===== config.mk =====
export PLATFORM = sky130hd
export DESIGN_NAME = coverage_antialias_pixel_filter_top
export DESIGN_NICKNAME = d
export VERILOG_FILES = /design/src/rtl/caaf_pkg.sv /design/src/rtl/caaf_front.sv /design/src/rtl/caaf_select.sv /design/src/rtl/caaf_blend.sv /design/src/rtl/coverage_antialias_pixel_filter_top.sv
export SDC_FILE = /design/constraint.sdc
export NUM_CORES = 1
export LEC_CHECK = 0
export BUFFER_PORTS_ARGS = -buffer_cell sky130_fd_sc_hd__buf_2
export CAP_MARGIN = 0
export CORE_UTILIZATION = 63
export DETAILED_ROUTE_END_ITERATION = 6
export PLACE_DENSITY = 0.82
export RECOVER_POWER = 25
export SETUP_SLACK_MARGIN = 0.5
export SKIP_CTS_REPAIR_TIMING = 1
export SKIP_LAST_GASP = 1
export SLEW_MARGIN = 20
export SYNTH_ARGS = -nofsm -noshare
export SYNTH_HDL_FRONTEND = slang
export SYNTH_SLANG_ARGS = --single-unit

===== constraint.sdc =====
create_clock -name i_clk -period 13.5 [get_ports i_clk]
set_input_delay 2.7 -clock i_clk [delete_from_list [all_inputs] [get_ports i_clk]]
set_output_delay 2.7 -clock i_clk [all_outputs]
set_load 0.02 [all_outputs]

===== src/rtl/caaf_pkg.sv =====
// Shared types, constants and helpers for the coverage antialias pixel filter.
// Used by every module of the filter; depends on nothing.
`default_nettype none

package caaf_pkg;

    localparam int NB_COUNT = 6;   // neighbors per window
    localparam int CH_COUNT = 3;   // red, green, blue

    localparam logic [2:0]  FULL_COVER = 3'd7;
    localparam logic [10:0] FW_RESET   = 11'd320;
    localparam logic signed [13:0] ROUND_BIAS = 14'sd4;

    typedef logic [7:0] t_chan;

    // after unpack, pair compare and row multiply
    typedef struct packed {
        logic                                we;
        logic [2:0]                          k;
        logic [9:0]                          px;
        logic [19:0]                         yprod;
        logic [CH_COUNT-1:0][7:0]            ctr;
        logic [CH_COUNT-1:0][NB_COUNT-1:0][7:0] val;
        logic [CH_COUNT-1:0][NB_COUNT-1:0]   qhi;
        logic [CH_COUNT-1:0][NB_COUNT-1:0]   qlo;
    } t_s1;

    // after max/min selection and address add
    typedef struct packed {
        logic                     we;
        logic [2:0]               k;
        logic [19:0]              addr;
        logic [CH_COUNT-1:0][7:0] ctr;
        logic [CH_COUNT-1:0][7:0] hi;
        logic [CH_COUNT-1:0][7:0] lo;
    } t_s2;

    // after the weighted product
    typedef struct packed {
        logic                      we;
        logic [19:0]               addr;
        logic [CH_COUNT-1:0][7:0]  ctr;
        logic [CH_COUNT-1:0][13:0] prod;
    } t_s3;

    typedef struct packed {
        logic        we;
        logic [19:0] addr;
        logic [15:0] pixel;
    } t_res;

    // 5-bit channel to 8 bits by bit replication
    function automatic t_chan widen5(input logic [4:0] c);
        return {c, c[4:2]};
    endfunction

    // channel 0 is red (bits 14..10), 1 green, 2 blue
    function automatic logic [4:0] chan_bits(input logic [17:0] px, input int ch);
        return 5'(px >> (10 - 5 * ch));
    endfunction

endpackage

`default_nettype wire


===== src/rtl/caaf_front.sv =====
// First stage: unpack pixels, neighbor coverage flags, pairwise qualifying
// compares per channel, and the row multiply of the address. Uses caaf_pkg.
`default_nettype none

module caaf_front (
    input  wire logic                                i_clk,
    input  wire logic                                i_rst_n,
    input  wire logic                                i_valid,
    output logic                                     o_ready,
    input  wire logic [9:0]                          i_pos_x,
    input  wire logic [9:0]                          i_pos_y,
    input  wire logic [17:0]                         i_center,
    input  wire logic [caaf_pkg::NB_COUNT-1:0][17:0] i_nb,
    input  wire logic [10:0]                         i_frame_width,
    output logic                                     o_valid,
    input  wire logic                                i_ready,
    output caaf_pkg::t_s1                            o_data
);
    import caaf_pkg::*;

    logic [NB_COUNT-1:0] w_full;
    t_s1                 n_data;
    t_s1                 r_data;
    logic                r_valid;

    assign o_ready = !r_valid || i_ready;

    always_comb begin
        n_data = '0;
        for (int i = 0; i < NB_COUNT; i++) begin
            w_full[i] = (i_nb[i][17:15] == FULL_COVER);
        end
        n_data.we    = (i_center[17:15] != FULL_COVER);
        n_data.k     = FULL_COVER - i_center[17:15];
        n_data.px    = i_pos_x;
        n_data.yprod = 20'({11'd0, i_pos_y} * {10'd0, i_frame_width});
        for (int ch = 0; ch < CH_COUNT; ch++) begin
            n_data.ctr[ch] = widen5(chan_bits(i_center, ch));
            for (int i = 0; i < NB_COUNT; i++) begin
                n_data.val[ch][i] = widen5(chan_bits(i_nb[i], ch));
            end
        end
        // a full neighbor counts for max when another full neighbor is >= it,
        // and for min when another full neighbor is <= it
        for (int ch = 0; ch < CH_COUNT; ch++) begin
            for (int i = 0; i < NB_COUNT; i++) begin
                for (int j = 0; j < NB_COUNT; j++) begin
                    if (j != i && w_full[i] && w_full[j]) begin
                        if (n_data.val[ch][j] >= n_data.val[ch][i]) begin
                            n_data.qhi[ch][i] = 1'b1;
                        end
                        if (n_data.val[ch][j] <= n_data.val[ch][i]) begin
                            n_data.qlo[ch][i] = 1'b1;
                        end
                    end
                end
            end
        end
    end

    always_ff @(posedge i_clk) begin
        if (!i_rst_n) begin
            r_valid <= 1'b0;
        end else if (o_ready) begin
            r_valid <= i_valid;
        end
    end

    always_ff @(posedge i_clk) begin
        if (i_valid && o_ready) begin
            r_data <= n_data;
        end
    end

    assign o_valid = r_valid;
    assign o_data  = r_data;

endmodule

`default_nettype wire


===== src/rtl/caaf_select.sv =====
// Second stage: per channel max and min over the qualifying neighbors,
// both seeded with the center, plus the column add of the address. Uses caaf_pkg.
`default_nettype none

module caaf_select (
    input  wire logic    i_clk,
    input  wire logic    i_rst_n,
    input  wire logic    i_valid,
    output logic         o_ready,
    input  wire caaf_pkg::t_s1 i_data,
    output logic         o_valid,
    input  wire logic    i_ready,
    output caaf_pkg::t_s2 o_data
);
    import caaf_pkg::*;

    t_s2  n_data;
    t_s2  r_data;
    logic r_valid;

    assign o_ready = !r_valid || i_ready;

    always_comb begin
        n_data      = '0;
        n_data.we   = i_data.we;
        n_data.k    = i_data.k;
        n_data.addr = i_data.yprod + {10'd0, i_data.px};
        n_data.ctr  = i_data.ctr;
        for (int ch = 0; ch < CH_COUNT; ch++) begin
            n_data.hi[ch] = i_data.ctr[ch];
            n_data.lo[ch] = i_data.ctr[ch];
            for (int i = 0; i < NB_COUNT; i++) begin
                if (i_data.qhi[ch][i] && (i_data.val[ch][i] > n_data.hi[ch])) begin
                    n_data.hi[ch] = i_data.val[ch][i];
                end
                if (i_data.qlo[ch][i] && (i_data.val[ch][i] < n_data.lo[ch])) begin
                    n_data.lo[ch] = i_data.val[ch][i];
                end
            end
        end
    end

    always_ff @(posedge i_clk) begin
        if (!i_rst_n) begin
            r_valid <= 1'b0;
        end else if (o_ready) begin
            r_valid <= i_valid;
        end
    end

    always_ff @(posedge i_clk) begin
        if (i_valid && o_ready) begin
            r_data <= n_data;
        end
    end

    assign o_valid = r_valid;
    assign o_data  = r_data;

endmodule

`default_nettype wire


===== src/rtl/caaf_blend.sv =====
// Third and fourth stages: weighted difference (7-cov)*(hi+lo-2*ctr)+4, then
// arithmetic shift, add to center, clamp and RGBA5551 pack. Uses caaf_pkg.
`default_nettype none

module caaf_blend (
    input  wire logic     i_clk,
    input  wire logic     i_rst_n,
    input  wire logic     i_valid,
    output logic          o_ready,
    input  wire caaf_pkg::t_s2 i_data,
    output logic          o_valid,
    input  wire logic     i_ready,
    output caaf_pkg::t_res o_data
);
    import caaf_pkg::*;

    t_s3  n_s3;
    t_s3  r_s3;
    logic r_s3_valid;
    logic w_s3_ready;

    t_res n_res;
    t_res r_res;
    logic r_res_valid;
    logic w_res_ready;

    logic signed [CH_COUNT-1:0][10:0] w_diff;
    logic signed [13:0]               w_diff_x;
    logic signed [13:0]               w_k;
    logic signed [10:0]               w_step;
    logic signed [11:0]               w_sum;
    logic [CH_COUNT-1:0][7:0]         w_out;

    assign w_res_ready = !r_res_valid || i_ready;
    assign w_s3_ready  = !r_s3_valid || w_res_ready;
    assign o_ready     = w_s3_ready;

    // product stage
    always_comb begin
        n_s3      = '0;
        n_s3.we   = i_data.we;
        n_s3.addr = i_data.addr;
        n_s3.ctr  = i_data.ctr;
        w_k       = $signed({11'd0, i_data.k});
        w_diff_x  = '0;
        for (int ch = 0; ch < CH_COUNT; ch++) begin
            w_diff[ch] = $signed({3'd0, i_data.hi[ch]}) + $signed({3'd0, i_data.lo[ch]})
                       - $signed({2'd0, i_data.ctr[ch], 1'b0});
            // element select of a packed array is unsigned; restore the sign
            w_diff_x     = 14'($signed(w_diff[ch]));
            n_s3.prod[ch] = w_diff_x * w_k + ROUND_BIAS;
        end
    end

    always_ff @(posedge i_clk) begin
        if (!i_rst_n) begin
            r_s3_valid <= 1'b0;
        end else if (w_s3_ready) begin
            r_s3_valid <= i_valid;
        end
    end

    always_ff @(posedge i_clk) begin
        if (i_valid && w_s3_ready) begin
            r_s3 <= n_s3;
        end
    end

    // shift, add and pack stage
    always_comb begin
        w_step = '0;
        w_sum  = '0;
        for (int ch = 0; ch < CH_COUNT; ch++) begin
            w_step = 11'($signed(r_s3.prod[ch]) >>> 3);
            w_sum  = $signed({4'd0, r_s3.ctr[ch]}) + 12'(w_step);
            if (w_sum < 0) begin
                w_out[ch] = 8'd0;
            end else if (w_sum > 12'sd255) begin
                w_out[ch] = 8'd255;
            end else begin
                w_out[ch] = w_sum[7:0];
            end
        end
        n_res.we    = r_s3.we;
        n_res.addr  = r_s3.addr;
        // fully covered center is not written and carries a zero pixel
        n_res.pixel = r_s3.we ? {w_out[0][7:3], w_out[1][7:3], w_out[2][7:3], 1'b1} : 16'd0;
    end

    always_ff @(posedge i_clk) begin
        if (!i_rst_n) begin
            r_res_valid <= 1'b0;
        end else if (w_res_ready) begin
            r_res_valid <= r_s3_valid;
        end
    end

    always_ff @(posedge i_clk) begin
        if (r_s3_valid && w_res_ready) begin
            r_res <= n_res;
        end
    end

    assign o_valid = r_res_valid;
    assign o_data  = r_res;

endmodule

`default_nettype wire


===== src/rtl/coverage_antialias_pixel_filter_top.sv =====
// Pipeline: four register stages; a result passes the front, select, product and
// pack registers in order, and is held there while the output side is not ready.
// Throughput: one transaction per cycle; each stage has its own valid bit and
// advances whenever the stage after it is empty or draining.
// Reset: synchronous active low; clears all stage valid bits, frame_width = 320.
// Top level: config register and the front/select/blend pipeline. Uses caaf_pkg.
`default_nettype none

module coverage_antialias_pixel_filter_top (
    input  wire logic        i_clk,
    input  wire logic        i_rst_n,
    input  wire logic        i_cfg_wr_en,
    input  wire logic [10:0] i_cfg_wr_data,
    input  wire logic        i_in_valid,
    output logic             o_in_ready,
    input  wire logic [9:0]  i_pos_x,
    input  wire logic [9:0]  i_pos_y,
    input  wire logic [17:0] i_center_pixel,
    input  wire logic [17:0] i_above_left,
    input  wire logic [17:0] i_above_right,
    input  wire logic [17:0] i_far_left,
    input  wire logic [17:0] i_far_right,
    input  wire logic [17:0] i_below_left,
    input  wire logic [17:0] i_below_right,
    output logic             o_out_valid,
    input  wire logic        i_out_ready,
    output logic             o_write_enable,
    output logic [19:0]      o_write_address,
    output logic [15:0]      o_filtered_pixel
);
    import caaf_pkg::*;

    logic [10:0]               r_frame_width;
    logic [NB_COUNT-1:0][17:0] w_nb;

    t_s1  w_s1;
    logic w_s1_valid;
    logic w_s1_ready;
    t_s2  w_s2;
    logic w_s2_valid;
    logic w_s2_ready;
    t_res w_res;

    always_ff @(posedge i_clk) begin
        if (!i_rst_n) begin
            r_frame_width <= FW_RESET;
        end else if (i_cfg_wr_en) begin
            r_frame_width <= i_cfg_wr_data;
        end
    end

    assign w_nb = {i_below_right, i_below_left, i_far_right, i_far_left,
                   i_above_right, i_above_left};

    caaf_front u_front (
        .i_clk         (i_clk),
        .i_rst_n       (i_rst_n),
        .i_valid       (i_in_valid),
        .o_ready       (o_in_ready),
        .i_pos_x       (i_pos_x),
        .i_pos_y       (i_pos_y),
        .i_center      (i_center_pixel),
        .i_nb          (w_nb),
        .i_frame_width (r_frame_width),
        .o_valid       (w_s1_valid),
        .i_ready       (w_s1_ready),
        .o_data        (w_s1)
    );

    caaf_select u_select (
        .i_clk   (i_clk),
        .i_rst_n (i_rst_n),
        .i_valid (w_s1_valid),
        .o_ready (w_s1_ready),
        .i_data  (w_s1),
        .o_valid (w_s2_valid),
        .i_ready (w_s2_ready),
        .o_data  (w_s2)
    );

    caaf_blend u_blend (
        .i_clk   (i_clk),
        .i_rst_n (i_rst_n),
        .i_valid (w_s2_valid),
        .o_ready (w_s2_ready),
        .i_data  (w_s2),
        .o_valid (o_out_valid),
        .i_ready (i_out_ready),
        .o_data  (w_res)
    );

    assign o_write_enable   = w_res.we;
    assign o_write_address  = w_res.addr;
    assign o_filtered_pixel = w_res.pixel;

endmodule

`default_nettype wire


==> results of run 1 <==
[cell usage in the layout (no fill, tap or decap), drive strengths merged, types with 13 or more instances in the layout]
| master | n |
|---|---|
| nand2b | 69 |
| nand3b | 16 |
| o21bai | 44 |
| nand3 | 78 |
| a21boi | 13 |
| xor2 | 15 |
| a21oi | 226 |
| mux2i | 71 |
| o21a | 95 |
| mux2 | 54 |
| clkinv | 16 |
| dfxtp | 15 |
| clkbuf | 119 |
| xnor2 | 90 |
| nor2b | 110 |
| a21o | 35 |
| fa | 118 |
| and2 | 92 |
| buf | 129 |
| edfxtp | 349 |
| nor2 | 138 |
| a31oi | 21 |
| o21ai | 194 |
| nand4 | 29 |
| nand2 | 225 |
| ha | 659 |
| and3 | 36 |
| inv | 568 |
[area by class of cell]
type,count,area (um^2),share of cell area
Clock buffer,43,1010,0.0270
Sequential cell,364,10800,0.288
Tap cell,696,871,0.0233
Timing Repair Buffer,205,943,0.0252
Clock inverter,31,379,0.0101
Inverter,563,2110,0.0565
Multi-Input combinational cell,2526,21300,0.570
[cells by family (layout without fill, tap and decap cells)]
| family | Yosys count | in the layout | synth area share |
|---|---|---|---|
| buffers and inverters | 596 | 842 | 0.0653 |
| multiplexers | 125 | 125 | 0.0389 |
| XOR/XNOR | 105 | 105 | 0.0268 |
| AND/OR/NAND/NOR | 827 | 827 | 0.123 |
| flip-flops | 364 | 364 | 0.314 |
| AO/OA/AOI/OAI | 689 | 689 | 0.122 |
| adder cells (fa/ha/maj) | 780 | 780 | 0.310 |
[registers in the layout (all words and copies together), names as in the netlist]
register,flops
u_blend.r_s3_valid,1
u_front.o_valid,1
r_frame_width,11
u_blend.o_data,36
u_blend.n_res,21
u_select.o_data,69
u_front.o_data,175
u_blend.o_valid,1
u_blend.r_s3,48
u_select.o_valid,1
[cell usage after synthesis, types with 77 or more instances]
cell,n
a21oi_1,225
nor2b_1,110
nand3_1,77
edfxtp_1,349
inv_1,562
ha_1,659
xnor2_1,90
nand2_1,225
nor2_1,138
o21a_1,95
and2_1,92
o21ai_0,176
fa_1,118
[through the flow]
stage	total power, uW	utilization	cell area, um^2
floorplan	3600	-	34300
global placement	4020	0.672	36100
detailed placement	4140	0.672	36100
CTS	5340	0.697	37500
global route	5760	0.696	37400
finish	5310	0.696	37400
[final timing paths]
kind / from / endpoint / slack, ns
worst min-delay path: u_blend.n_res[32]$_DFFE_PP_ / u_blend.o_data[32]$_DFFE_PP_ / 0.41
worst max register to register: u_front.o_data[38]$_DFFE_PP_ / u_select.o_data[5]$_DFFE_PP_ / 3.11
worst max-delay path: u_front.o_data[38]$_DFFE_PP_ / u_select.o_data[5]$_DFFE_PP_ / 3.11
worst min register to register: u_blend.n_res[32]$_DFFE_PP_ / u_blend.o_data[32]$_DFFE_PP_ / 0.41
[power breakdown]
group / switching, uW / internal [uW]
Sequential: 89.4 / 1490
Clock: 470 / 687
Combinational: 1420 / 1160
[metal layers]
layer | wire (um) | track usage
met1 | 33800 | 0.372
met2 | 37100 | 0.489
met3 | 4630 | 0.0402
met4 | 3020 | 0.107
met5 | 0 | 0
==> results.sh, run 1 <==
export IMPL_cts_tree="yes"
export IMPL_hold_path_class="register to register"
export IMPL_final_net_count=4639
export IMPL_synthArstFlopShare=0
export IMPL_critPathLaunchType="register"
export IMPL_cp_required_ns=13.82
export IMPL_initial_core_util=0.638
export IMPL_path_max_fanout=9
export IMPL_grt_max_degree=76
export IMPL_synth_top_area_frac=0.305
export IMPL_ys_seq_area_frac=0.314
export IMPL_grt_pass1_wl_mm=128
export IMPL_worstMarginPinSlew_ns=1.05
export IMPL_cts_buffer_depth=3
export IMPL_p_per_area_mw_per_mm2=142
export IMPL_numPortBuffers=200
export IMPL_clock_latency_ns=0.57
export IMPL_worst_ir_drop_vdd_mv=0.0924
export IMPL_setup_viol_count_final=0
export IMPL_hold_path_depth=0
export IMPL_max_slew_margin=0.300
export IMPL_final_cells=4428
export IMPL_period_share=0.770
export IMPL_max_freq_mhz=96.3
export IMPL_synth_main_ff_cell="edfxtp_1"
export IMPL_yosys_register_bits=364
export IMPL_grtUsageTotal=0.287
export IMPL_cp_common_cell="nor2b_1"
export IMPL_area_growth_syn_to_layout_pct=9.05
export IMPL_fillers=4013
export IMPL_num_vias=25800
export IMPL_antenna_cells=0
export IMPL_max_stage_delay_ns=0.79
export IMPL_grt_setup_unrepaired="no"
export IMPL_pin_count=201
export IMPL_path_clk_slew_ns=0.06
export IMPL_setup_ws_ns=3.11
export IMPL_cp_slowest_cell="nor3b_1"
export IMPL_synthesis_area_mm2=0.0343
export IMPL_min_period_ns=10.39
export IMPL_syn_area_per_cell_um2=9.85
export IMPL_grt_pass1_vias=25600
export IMPL_slew_viol_final=0
export IMPL_first_pass_iters=5
export IMPL_reg2reg_depth=52
export IMPL_cts_buffers=40
export IMPL_whs_ns=0.412
export IMPL_globalRouteOverflowTotal=0
export IMPL_syn_nets=4425
export IMPL_antenna_found_initial=0
export IMPL_wl_per_cell_um=17.7
export IMPL_ys_types=71
export IMPL_synth_top_cell_by_area="edfxtp_1"
export IMPL_crit_family="simple AND/OR/NAND/NOR gates"
export IMPL_synthCells=3486
export IMPL_dieArea_mm2=0.0554
export IMPL_drt_iter0_drc=1772
export IMPL_arrival_ns=10.71
export IMPL_synthTopCellsByArea="edfxtp_1 (31%), ha_1 (24%), fa_1 (6.9%)"
export IMPL_route_detailed_drc=0
export IMPL_placed_cells=4354
export IMPL_core_area_mm2=0.0538
export IMPL_path_buf_inv=1
export IMPL_placementRows=85
export IMPL_yosys_warnings=0
export IMPL_crit_cells=52
export IMPL_status="completed"
export IMPL_postRouteAntennaNets=0
export IMPL_gp_congestion=0.976
export IMPL_root_buffer="clkbuf_16"
export IMPL_wl_mm=78.5
export IMPL_synth_edf_count=349
export IMPL_fp_dieH_um=235
export IMPL_finalSetupTns_ns=0
export IMPL_drive_above_1_share=0.0740
export IMPL_dp_hpwl_mm=62.2
export IMPL_cap_violations=0
export IMPL_clock_sinks=364
export IMPL_hold_violations=0
export IMPL_die_x_um=235
export IMPL_detail_route_vias_per_cell=5.82
export IMPL_dp_slack_ns=3.28
export IMPL_critPathKind="register to register"
export IMPL_worstSetupEndpointType="register"
export IMPL_skew_ns=0.0155
export IMPL_cts_max_level=2
export IMPL_p_leak_uw=0.0182
(Power assumes the default switching activity.)
==> inputs of run 2 (changes only) <==
--- a/config.mk
+++ b/config.mk
@@ -7,9 +7,9 @@
 export LEC_CHECK = 0
 export BUFFER_PORTS_ARGS = -buffer_cell sky130_fd_sc_hd__buf_2
 export CAP_MARGIN = 0
-export CORE_UTILIZATION = 63
+export CORE_UTILIZATION = 57
 export DETAILED_ROUTE_END_ITERATION = 6
-export PLACE_DENSITY = 0.82
+export PLACE_DENSITY = 0.78
 export RECOVER_POWER = 25
 export SETUP_SLACK_MARGIN = 0.5
 export SKIP_CTS_REPAIR_TIMING = 1
==> constraint.sdc (replaced) <==
create_clock -name i_clk -period 8.8 [get_ports i_clk]
set_input_delay 1.76 -clock i_clk [delete_from_list [all_inputs] [get_ports i_clk]]
set_output_delay 1.76 -clock i_clk [all_outputs]
set_load 0.02 [all_outputs]
==> run 2 against run 1 <==
  * The flow now finishes with violations (DRC, setup timing)
  * Critical path depth stayed put
  * Maximum frequency is 15% higher
  * Non-clock buffer count is 134 higher
  * Hold slack better by 0.0025 ns
  * Die area is 10% higher
  * Clock power is 41% higher
  * Sequential share of layout area is 1.7 points lower
  * First-iteration DRC count is 0.51% lower
  * Global-route usage is 2.7 points lower
  * Clock skew is 0.0099 ns higher
  * Setup slack worse by 3.4 ns
  * Critical endpoint is now u_select.o_data[37]$_DFFE_PP_
  * Largest power group unchanged
==> results.sh, run 2 (synthesized netlist as in run 1, its figures left out) <==
export IMPL_cts_buffer_depth=3
export IMPL_dp_slack_ns=-0.310
export IMPL_num_vias=26100
export IMPL_critPathKind="register to register"
export IMPL_cts_max_level=2
export IMPL_max_slew_margin=0.353
export IMPL_worst_r2r_startpoint="u_front.o_data[86]$_DFFE_PP_"
export IMPL_busiest_layer="met2"
export IMPL_globalRouteOverflowTotal=0
export IMPL_holdPathEnd="u_blend.n_res[24]$_DFFE_PP_"
export IMPL_route_detailed_drc=28
export IMPL_reg2reg_slack_ns=-0.25
export IMPL_cp_common_cell="a21oi_2"
export IMPL_grt_setup_unrepaired="yes"
export IMPL_cts_buffers=39
export IMPL_root_buffer="clkbuf_16"
export IMPL_path_max_fanout=5
export IMPL_use_met1=0.346
export IMPL_wl_per_cell_um=17.7
export IMPL_violations="DRC, setup timing"
export IMPL_drt_iter0_drc=1763
export IMPL_cp_slowest_cell="edfxtp_1"
export IMPL_worstMarginPinSlew_ns=0.970
export IMPL_setup_viol_count_final=16
export IMPL_clock_latency_ns=0.58
export IMPL_rr_endpoint="u_select.o_data[37]$_DFFE_PP_"
export IMPL_worstSetupEndpointType="register"
export IMPL_detail_route_vias_per_cell=5.63
export IMPL_fillers=4545
export IMPL_skew_ns=0.0255
export IMPL_cap_violations=0
export IMPL_antenna_found_initial=0
export IMPL_whs_ns=0.414
export IMPL_grt_pass1_wl_mm=126
export IMPL_clock_sinks=364
export IMPL_min_from="u_select.o_data[80]$_DFFE_PP_"
export IMPL_cp_required_ns=9.13
export IMPL_hold_violations=0
export IMPL_placementRows=89
export IMPL_period_share=1.03
export IMPL_p_leak_uw=0.0190
export IMPL_max_freq_mhz=110
export IMPL_p_per_area_mw_per_mm2=214
export IMPL_pin_count=201
export IMPL_grtUsageTotal=0.260
export IMPL_min_period_ns=9.05
export IMPL_arrival_ns=9.38
export IMPL_setup_ws_ns=-0.252
export IMPL_core_area_mm2=0.0592
export IMPL_final_common_cell="ha_1"
export IMPL_grt_pass1_vias=25200
export IMPL_max_stage_delay_ns=0.44
export IMPL_slew_viol_final=0
export IMPL_hold_path_depth=0
export IMPL_grt_max_degree=70
export IMPL_cts_tree="yes"
export IMPL_drive_above_1_share=0.153
export IMPL_wl_mm=81.9
export IMPL_hold_path_class="register to register"
export IMPL_path_clk_slew_ns=0.06
export IMPL_reg2reg_depth=52
export IMPL_gp_congestion=0.988
export IMPL_largest_register_ffs=175
export IMPL_initial_core_util=0.579
export IMPL_fp_dieH_um=247
export IMPL_status="finished, violations left"
export IMPL_first_pass_iters=7
export IMPL_final_cell_mix="ha_1 (618), inv_1 (547), edfxtp_1 (349)"
export IMPL_grtUsageMet2=0.437
export IMPL_postRouteAntennaNets=0
export IMPL_dp_hpwl_mm=63.2
export IMPL_critPathLaunchType="register"
export IMPL_area_growth_syn_to_layout_pct=15.9
export IMPL_worst_ir_drop_vdd_mv=0.137
export IMPL_met3_usage=0.0333
export IMPL_final_net_count=4772
export IMPL_numPortBuffers=200
export IMPL_crit_start="u_front.o_data[86]$_DFFE_PP_"
export IMPL_die_x_um=247
export IMPL_dieArea_mm2=0.0612
## run 2: cell types whose count changed in the layout (fill, tap and decap cells not counted), sizes merged
cell / before / now
clkbuf: 119 / 136
buf: 129 / 251
diode: 0 / 1
inv: 568 / 563
clkinv: 16 / 12
bufinv: 7 / 4
## run 2: area by class of cell
class	instances	area, um^2	share of cell area
Multi-Input combinational cell	2526	22600	0.569
Sequential cell	364	10800	0.271
Inverter	563	2120	0.0532
Timing Repair Buffer	339	2010	0.0505
Clock buffer	48	1030	0.0259
Tap cell	773	967	0.0243
Clock inverter	19	230	0.00579
Antenna cell	1	2.50	0.0000629
## run 2: worst max-delay path by stage
stage                                                to  cells after the start
after floorplan           u_select.o_data[37]$_DFFE_PP_                     51
after global placement    u_select.o_data[37]$_DFFE_PP_                     51
after detailed placement  u_select.o_data[37]$_DFFE_PP_                     51
after CTS                 u_select.o_data[37]$_DFFE_PP_                     51
after global routing      u_select.o_data[37]$_DFFE_PP_                     53
final                     u_select.o_data[37]$_DFFE_PP_                     52
## run 2: per-layer routing
metal / vias up / part of all wire
li1: 12800 / -
met4: 0 / 0.037
met5: - / 0
met3: 193 / 0.053
met2: 745 / 0.48
met1: 12400 / 0.43
## run 2: where the power goes
group          switching, uW  leakage (uW)  total [uW]  internal (uW)
registers                142       0.00344        2430           2280
logic                   2360        0.0149        4460           2100
clock network            690      0.000608        1640            955
## run 2: worst max-delay path: cells and delay by family (launching register included)
kind	cells	cell delay [ns]
and+or+nand+nor	11	1.29
muxes	5	1.44
DFF	1	0.44
buffers and inverters	5	0.61
AOI/OAI and AO/OA	24	3.37
adders and majority gates	7	1.65
## run 2: stage by stage
stage	setup TNS (ns)	instance area, um^2	util	cells	total power [uW]
6_report	-2.31	39800	0.671	4633	8530
5_1_grt	-16.31	39800	0.671	4632	9250
4_1_cts	-4.28	38300	0.647	4562	8210
3_5_place_dp	-3.44	37100	0.626	4495	6510
3_3_place_gp	-0.329	37100	0.626	4495	6360
2_1_floorplan	0	34700	-	3486	5600
